$ cat src/rtl/rrtd_pkg.sv
// Package for the round-robin task dispatcher.
// Holds widths, default sizes, request codes, the controller state type and
// the command/status structs shared by the controller and the datapath.
package rrtd_pkg;

    localparam int WORKERS_DEF = 4;
    localparam int DEPTH_DEF   = 16;

    localparam int TASK_W     = 32;
    localparam int SEL_W      = 2;
    localparam int S_TDATA_W  = 40;  // task_word + worker_sel, padded to bytes
    localparam int M_TDATA_W  = 40;  // worker_used + task_out, padded to bytes

    localparam logic FUNC_SUBMIT = 1'b0;
    localparam logic FUNC_TAKE   = 1'b1;

    typedef enum logic [1:0] {
        ST_IDLE,
        ST_EXEC,
        ST_FETCH
    } state_t;

    // Controller to datapath
    typedef struct packed {
        logic capture;   // latch the incoming request word
        logic exec;      // search, update ring pointers, start the store access
        logic load;      // move the finished result into the output register
    } ctrl_cmd_t;

    // Datapath to controller
    typedef struct packed {
        logic out_valid; // output register holds a word
        logic out_taken; // receiver is ready to take the word this cycle
    } dp_status_t;

endpackage

$ cat src/rtl/rrtd_ctrl.sv
// Sequencer for the round-robin task dispatcher.
// Steps one request through capture, execute and fetch; uses rrtd_pkg.
module rrtd_ctrl (
    input  logic                   clk,
    input  logic                   rst_n,
    input  logic                   s_tvalid,
    output logic                   s_tready,
    input  rrtd_pkg::dp_status_t   status,
    output rrtd_pkg::ctrl_cmd_t    cmd
);
    import rrtd_pkg::*;

    state_t state_reg;
    state_t state_next;

    always_ff @(posedge clk or negedge rst_n)
    begin
        if (!rst_n)
        begin
            state_reg <= ST_IDLE;
        end
        else
        begin
            state_reg <= state_next;
        end
    end

    always_comb
    begin
        state_next  = state_reg;
        s_tready    = 1'b0;
        cmd.capture = 1'b0;
        cmd.exec    = 1'b0;
        cmd.load    = 1'b0;
        case (state_reg)
            ST_IDLE:
            begin
                s_tready = 1'b1;
                if (s_tvalid)
                begin
                    cmd.capture = 1'b1;
                    state_next  = ST_EXEC;
                end
            end
            ST_EXEC:
            begin
                cmd.exec   = 1'b1;
                state_next = ST_FETCH;
            end
            ST_FETCH:
            begin
                // hold until the output register is free or being emptied
                if (!status.out_valid || status.out_taken)
                begin
                    cmd.load   = 1'b1;
                    state_next = ST_IDLE;
                end
            end
            default:
            begin
                state_next = ST_IDLE;
            end
        endcase
    end

endmodule

$ cat src/rtl/rrtd_datapath.sv
// Datapath of the round-robin task dispatcher: ring pointers, start pointer,
// task store memory, queue search and output register. Uses rrtd_pkg.
module rrtd_datapath #(
    parameter int WORKERS = rrtd_pkg::WORKERS_DEF,
    parameter int DEPTH   = rrtd_pkg::DEPTH_DEF
) (
    input  logic                             clk,
    input  logic                             rst_n,
    input  rrtd_pkg::ctrl_cmd_t              cmd,
    output rrtd_pkg::dp_status_t             status,
    input  logic [rrtd_pkg::S_TDATA_W-1:0]   s_tdata,
    input  logic                             s_tuser,
    output logic                             m_tvalid,
    input  logic                             m_tready,
    output logic [rrtd_pkg::M_TDATA_W-1:0]   m_tdata,
    output logic                             m_tuser
);
    import rrtd_pkg::*;

    localparam int WIDX    = (WORKERS > 1) ? $clog2(WORKERS) : 1;
    localparam int PW      = $clog2(DEPTH);
    localparam int ENTRIES = WORKERS * DEPTH;
    localparam int AW      = $clog2(ENTRIES);
    localparam logic [PW-1:0]   PTR_LAST  = PW'(DEPTH - 1);
    localparam logic [WIDX-1:0] WRK_LAST  = WIDX'(WORKERS - 1);
    localparam logic [WIDX:0]   WRK_COUNT = (WIDX + 1)'(WORKERS);
    localparam logic [AW-1:0]   DEPTH_A   = AW'(DEPTH);

    // request latched at acceptance
    logic              req_func_reg;
    logic [TASK_W-1:0] req_task_reg;
    logic [SEL_W-1:0]  req_sel_reg;

    logic [PW-1:0]   rd_reg [WORKERS];
    logic [PW-1:0]   wr_reg [WORKERS];
    logic [WIDX-1:0] start_reg;

    logic [TASK_W-1:0] mem [ENTRIES];
    logic [TASK_W-1:0] rdata_reg;

    logic              res_ok_reg;
    logic              res_take_reg;
    logic [SEL_W-1:0]  res_worker_reg;

    logic              out_valid_reg;
    logic              out_ok_reg;
    logic [SEL_W-1:0]  out_worker_reg;
    logic [TASK_W-1:0] out_task_reg;

    logic [PW-1:0]   wr_inc [WORKERS];
    logic [WORKERS-1:0] full;
    logic            found;
    logic [WIDX-1:0] pick;
    logic            sel_ok;
    logic [WIDX-1:0] sel_idx;
    logic            take_ok;
    logic [PW-1:0]   rd_cur;
    logic [PW-1:0]   rd_inc;
    logic [WIDX-1:0] start_inc;
    logic            do_write;
    logic            do_read;
    logic [AW-1:0]   waddr;
    logic [AW-1:0]   raddr;

    always_comb
    begin
        for (int w = 0; w < WORKERS; w++)
        begin
            wr_inc[w] = (wr_reg[w] == PTR_LAST) ? '0 : wr_reg[w] + PW'(1);
            full[w]   = (wr_inc[w] == rd_reg[w]);
        end
    end

    // first non-full queue counting up from the start pointer, wrapping round
    always_comb
    begin
        logic [WIDX:0] qs;
        found = 1'b0;
        pick  = '0;
        for (int i = WORKERS - 1; i >= 0; i--)
        begin
            qs = (WIDX + 1)'(start_reg) + (WIDX + 1)'(i);
            if (qs >= WRK_COUNT)
            begin
                qs = qs - WRK_COUNT;
            end
            if (!full[qs[WIDX-1:0]])
            begin
                found = 1'b1;
                pick  = qs[WIDX-1:0];
            end
        end
    end

    assign sel_ok    = (32'(req_sel_reg) < 32'(WORKERS));
    assign sel_idx   = sel_ok ? WIDX'(req_sel_reg) : '0;
    assign rd_cur    = rd_reg[sel_idx];
    assign rd_inc    = (rd_cur == PTR_LAST) ? '0 : rd_cur + PW'(1);
    assign take_ok   = sel_ok && (rd_cur != wr_reg[sel_idx]);
    assign start_inc = (start_reg == WRK_LAST) ? '0 : start_reg + WIDX'(1);

    assign do_write = cmd.exec && (req_func_reg == FUNC_SUBMIT) && found;
    assign do_read  = cmd.exec && (req_func_reg == FUNC_TAKE) && take_ok;
    assign waddr    = AW'(AW'(pick) * DEPTH_A) + AW'(wr_reg[pick]);
    assign raddr    = AW'(AW'(sel_idx) * DEPTH_A) + AW'(rd_cur);

    always_ff @(posedge clk)
    begin
        if (cmd.capture)
        begin
            req_func_reg <= s_tuser;
            req_task_reg <= s_tdata[TASK_W-1:0];
            req_sel_reg  <= s_tdata[TASK_W+SEL_W-1:TASK_W];
        end
        if (cmd.exec)
        begin
            if (req_func_reg == FUNC_SUBMIT)
            begin
                res_ok_reg     <= found;
                res_worker_reg <= found ? SEL_W'(pick) : '0;
                res_take_reg   <= 1'b0;
            end
            else
            begin
                res_ok_reg     <= take_ok;
                res_worker_reg <= req_sel_reg;
                res_take_reg   <= 1'b1;
            end
        end
        if (cmd.load)
        begin
            out_ok_reg     <= res_ok_reg;
            out_worker_reg <= res_worker_reg;
            out_task_reg   <= (res_take_reg && res_ok_reg) ? rdata_reg : '0;
        end
    end

    always_ff @(posedge clk)
    begin
        if (do_write)
        begin
            mem[waddr] <= req_task_reg;
        end
        if (do_read)
        begin
            rdata_reg <= mem[raddr];
        end
    end

    always_ff @(posedge clk or negedge rst_n)
    begin
        if (!rst_n)
        begin
            for (int w = 0; w < WORKERS; w++)
            begin
                rd_reg[w] <= '0;
                wr_reg[w] <= '0;
            end
            start_reg     <= '0;
            out_valid_reg <= 1'b0;
        end
        else
        begin
            if (cmd.exec && (req_func_reg == FUNC_SUBMIT))
            begin
                start_reg <= start_inc;
            end
            if (do_write)
            begin
                wr_reg[pick] <= wr_inc[pick];
            end
            if (do_read)
            begin
                rd_reg[sel_idx] <= rd_inc;
            end
            if (cmd.load)
            begin
                out_valid_reg <= 1'b1;
            end
            else if (m_tready)
            begin
                out_valid_reg <= 1'b0;
            end
        end
    end

    assign status.out_valid = out_valid_reg;
    assign status.out_taken = m_tready;

    assign m_tvalid = out_valid_reg;
    assign m_tuser  = out_ok_reg;
    assign m_tdata  = {(M_TDATA_W - SEL_W - TASK_W)'(0), out_task_reg, out_worker_reg};

endmodule

$ cat src/rtl/round_robin_task_dispatcher.sv
// Top level of the round-robin task dispatcher.
// Joins rrtd_ctrl and rrtd_datapath; uses rrtd_pkg.
//
// Usage:
//   Slave side (s_*) carries requests. s_tuser is the request kind (submit or
//   take), s_tdata holds the task word and the worker to pop from. Every
//   request yields exactly one result word on the master side (m_*):
//   m_tuser is the success flag, m_tdata the queue used and the popped task.
//   A submit goes to the first non-full queue counting from a round-robin
//   start that moves on with every submit; a take pops the named queue.
//   Each queue holds DEPTH-1 tasks.
//
// Timing:
//   One request is in flight at a time. A result word passes through capture,
//   execute and fetch before it appears; the next request is taken in the
//   cycle after the result is loaded, so no new request is taken before the
//   last one is through. The fetch step allows for the registered read port
//   of the task store memory.
//
// Reset drops all queues to empty and the start pointer to worker 0; no
// clearing pass is needed. When the receiver stalls, the result word holds
// in the output register; one further request may finish into the fetch
// stage and then waits there until the output register frees.
module round_robin_task_dispatcher #(
    parameter int WORKERS = rrtd_pkg::WORKERS_DEF,
    parameter int DEPTH   = rrtd_pkg::DEPTH_DEF
) (
    input  logic                             clk,
    input  logic                             rst_n,
    input  logic                             s_tvalid,
    output logic                             s_tready,
    // bits [31:0] task_word, [33:32] worker_sel, [39:34] zero
    input  logic [rrtd_pkg::S_TDATA_W-1:0]   s_tdata,
    // bit [0] func
    input  logic                             s_tuser,
    output logic                             m_tvalid,
    input  logic                             m_tready,
    // bits [1:0] worker_used, [33:2] task_out, [39:34] zero
    output logic [rrtd_pkg::M_TDATA_W-1:0]   m_tdata,
    // bit [0] ok
    output logic                             m_tuser
);
    import rrtd_pkg::*;

    ctrl_cmd_t  cmd;
    dp_status_t status;

    // sequence each request
    rrtd_ctrl u_ctrl (
        .clk      (clk),
        .rst_n    (rst_n),
        .s_tvalid (s_tvalid),
        .s_tready (s_tready),
        .status   (status),
        .cmd      (cmd)
    );

    // hold rings, store and result
    rrtd_datapath #(
        .WORKERS (WORKERS),
        .DEPTH   (DEPTH)
    ) u_dp (
        .clk      (clk),
        .rst_n    (rst_n),
        .cmd      (cmd),
        .status   (status),
        .s_tdata  (s_tdata),
        .s_tuser  (s_tuser),
        .m_tvalid (m_tvalid),
        .m_tready (m_tready),
        .m_tdata  (m_tdata),
        .m_tuser  (m_tuser)
    );

endmodule

$ cat config.mk
export PLATFORM = sky130hd
export DESIGN_NAME = round_robin_task_dispatcher
export DESIGN_NICKNAME = d
export VERILOG_FILES = /design/src/rtl/rrtd_pkg.sv /design/src/rtl/rrtd_ctrl.sv /design/src/rtl/rrtd_datapath.sv /design/src/rtl/round_robin_task_dispatcher.sv
export SDC_FILE = /design/constraint.sdc
export NUM_CORES = 2
export LEC_CHECK = 0
export BUFFER_PORTS_ARGS = -buffer_cell sky130_fd_sc_hd__buf_2
export CORE_MARGIN = 3
export CORE_UTILIZATION = 34
export DETAILED_ROUTE_END_ITERATION = 7
export GPL_TIMING_DRIVEN = 0
export HOLD_SLACK_MARGIN = 0.1
export PLACE_DENSITY_LB_ADDON = 0.2
export SLEW_MARGIN = 0
export SYNTH_ARGS = -nofsm -noshare
export SYNTH_HDL_FRONTEND = slang
export SYNTH_HIERARCHICAL = 1
export SYNTH_SLANG_ARGS = --single-unit
$ cat constraint.sdc
create_clock -name clk -period 5.3 [get_ports clk]
set_clock_uncertainty 0.2 [all_clocks]
set_input_delay 0.53 -clock clk [delete_from_list [all_inputs] [get_ports clk]]
set_output_delay 0.53 -clock clk [all_outputs]
set_load 0.02 [all_outputs]
==> run metrics <==
fin nets 4150; Core Rows 182; Residual DRC 0; area of the multi-input gates 18800 sq um; gr ovfl total 0; critical path's largest stage delay 0.98 ns; die width 506 microns; Vias 39547; Final Critical Period 5.14 ns; pin count of the biggest net entering global routing 38; TritonCTS buffer count 218; Worst-path clk slew 0.06 ns; Most flops, register u_dp/mem; Net Sw Power 14900 uW; I/O pin count 88; clock tree root driver cell clkbuf_16; number of synthesized flops with an enable pin 2154; P_int 33800 uW; met1 Track Usage GR 26.8%; met3 Usage GRT 3.20%; Fin Hold WS 0.191 ns; sum of negative setup slack 0 ns; CTS Sinks 2191; CP max FO 10; most frequent CP cell mux4_2; part of the power in the clock network 31.1%; Port-buffer cells 75; Post-Layout Cell Count 7601; Gate power share 27.3%; Total GRT Usage 18.1%; Register Area 65600 sq um; Final Cycle Share 96.9%; Worst Path Arrival 5.50 ns; Post-DP HPWL 166 mm; Syn Inst Count 3588; final hold vios 0; Max Root-Sink Buffers 3; register area share after synthesis 77.3%; die height 506 microns; CTS tree built; filler cell count 21387; placed cell count 7146; slew margin rel. 0.352%; Critical Path RT 5.66 ns; status complete, but fails checks; Avg Vias per Cell 5.20; Design Power 48700 uW; drt total wl 233 mm; Synth cell types 69; sw frac 30.6%; initial antenna violation count 26; Worst-Margin Slew 1.49 ns; placer congestion estimate 0.880; max-cap viol count 3; WS Path Type reg2reg; CP endpoint kind flip-flop; DR pass1 iterations 5; Avg Synthesized Cell Area 23.6 sq um; layout cells sized above 1 31.6%; failing checks capacitance limit; first-pass GRT wire length 326 mm; core area 247000 sq um; number of global-route vias before repair 39991; Post-synth top flop edfxtp_1; initial DRC count 4318; RSZ-0062 raised after global routing false; DP Worst Slack 0.0706 ns; sequential share of power 41.6%; synthesized flop and latch total 2191; Hold Path Class in2reg; max reg flops 2048; H-tree lvl count 4; P_leak 0.0309 uW; clk_lat worst skew 0.85 ns; GRT met2 Usage 27.4%; Layout area overhead 19.3%; Starting Density 34.3%; PwrDens 481 nW/um^2; final worst slack 0.163 ns; ys async rst share 1.69%; Final Slew Violations 0; Synth Cell Area 84800 sq um; final setup fails 0; worst vdd ir 0.278 mV; Routed Antenna Nets 0; DR WL/cell 30.7 microns; Worst Setup Start Kind flip-flop; critical path cell sequence clkbuf_1 > mux4_2 > clkbuf_1 > buf_1 > mux4_2 > mux2i_1 > mux4_2 > mux2i_1; YS warnings 6; grt peak-use layer met2; Max Clk Rate 0.195 GHz; Critical-path top delay cell clkbuf_1; die area 256000 sq um
power groups by stage:
stage          Clock (uW)  Combinational, uW  Sequential [uW]
2_1_floorplan           0               7340            20800
3_3_place_gp            0              12000            21300
3_5_place_dp            0              13400            20600
4_1_cts             15500              13400            20300
5_1_grt             16200              14000            20300
6_report            15200              13300            20300
worst max-delay path, delay by kind of cell (launching register included):
kind | cells | cell delay [ns]
flops | 1 | 0.36
mux | 5 | 2.25
buf+inv | 3 | 2.02
cell usage in the layout, fill, tap and decap left out, drive strengths merged, types with 4 or more instances in the layout:
cell	count
edfxtp	2154
mux4	584
clkbuf	368
buf	368
mux2i	293
clkinv	82
nor2	55
dlygate4sd3	42
and3	39
dfrtp	37
mux2	26
nand2	24
xnor2	19
inv	19
bufinv	18
nor3	16
nor2b	12
a31oi	11
xor2	10
a21oi	9
diode	8
o21ai	7
nand3	6
ha	6
conb	6
and2	6
clkinvlp	5
nor4b	5
nor3b	5
nor4	5
o22ai	4
o41ai	4
a41oi	4
through the flow:
stage | instance area, sq um | util (%)
2_1_floorplan | 84900 | -
3_3_place_gp | 89400 | 36.2
3_5_place_dp | 93800 | 38.0
4_1_cts | 101000 | 40.9
5_1_grt | 101000 | 41.0
6_report | 101000 | 41.0
final cells by class:
| cell class | instances | share of cell area (%) |
|---|---|---|
| sequential | 2191 | 64.8 |
| inverter | 12 | 0.0445 |
| timing repair buffer | 286 | 4.66 |
| buffer | 202 | 0.922 |
| antenna | 8 | 0.0198 |
| tap | 3312 | 4.09 |
| multi-input combinational | 1188 | 18.6 |
| clock inverter | 112 | 1.11 |
| clock buffer | 290 | 5.79 |
worst paths after layout:
kind                                             startpoint                               end  slack, ns  cells past startpoint
hold reg to reg            u_dp/res_worker_reg[0]$_DFFE_PP_  u_dp/out_worker_reg[0]$_DFFE_PP_       0.23                      0
min in group asynchronous                             rst_n     u_dp/start_reg[1]$_DFFE_PN0P_       0.33                      2
setup reg to reg              u_dp/req_sel_reg[1]$_DFFE_PP_      u_dp/rdata_reg[11]$_DFFE_PP_       0.16                      8
hold / removal                                  s_tdata[18]   u_dp/req_task_reg[18]$_DFFE_PP_       0.19                      2
setup / recovery              u_dp/req_sel_reg[1]$_DFFE_PP_      u_dp/rdata_reg[11]$_DFFE_PP_       0.16                      8
max in group asynchronous                             rst_n         u_dp/m_tvalid$_DFFE_PN0P_       3.88                      2
cells in the mapped netlist, types with 7 or more instances:
cell / n / share of area, %
edfxtp_1: 2154 / 76
mux4_2: 583 / 15
mux2i_1: 293 / 3.5
buf_2: 78 / 0.46
clkbuf_1: 78 / 0.35
nor2_1: 52 / 0.23
dfrtp_1: 37 / 1.1
and3_1: 35 / 0.26
buf_1: 30 / 0.13
mux2_2: 24 / 0.32
nand2_1: 19 / 0.084
xnor2_1: 18 / 0.19
nor3_1: 16 / 0.094
buf_4: 13 / 0.12
inv_1: 12 / 0.053
a31oi_1: 11 / 0.081
nor2b_1: 11 / 0.081
xor2_1: 10 / 0.10
a21oi_1: 7 / 0.041
logic make-up after synthesis:
logic type	count (synthesis)	synth area share, %
adders and majority gates	6	0.0885
muxes	903	19.3
buffers and inverters	214	1.15
DFF	2191	77.3
AOI/OAI and AO/OA	58	0.577
other	1	0.00442
xor gates and xnor gates	29	0.308
and+or+nand+nor	186	1.23
routing by layer:
metal  up-vias  wire [microns]
li1      16381               -
met1     21756          105000
met2      1173          107000
met3       237           14800
met4         0            6620
met5         -               0
repair_timing:
item | 4_1_cts | 5_1_grt
setup buffers | 0 | 1
endpoints found under the hold margin | 77 | 0
hold buffers | 42 | 0
setup endpoints to repair | 0 | 28
resized for setup | 0 | 1
Power figures use the tool's default switching activity.
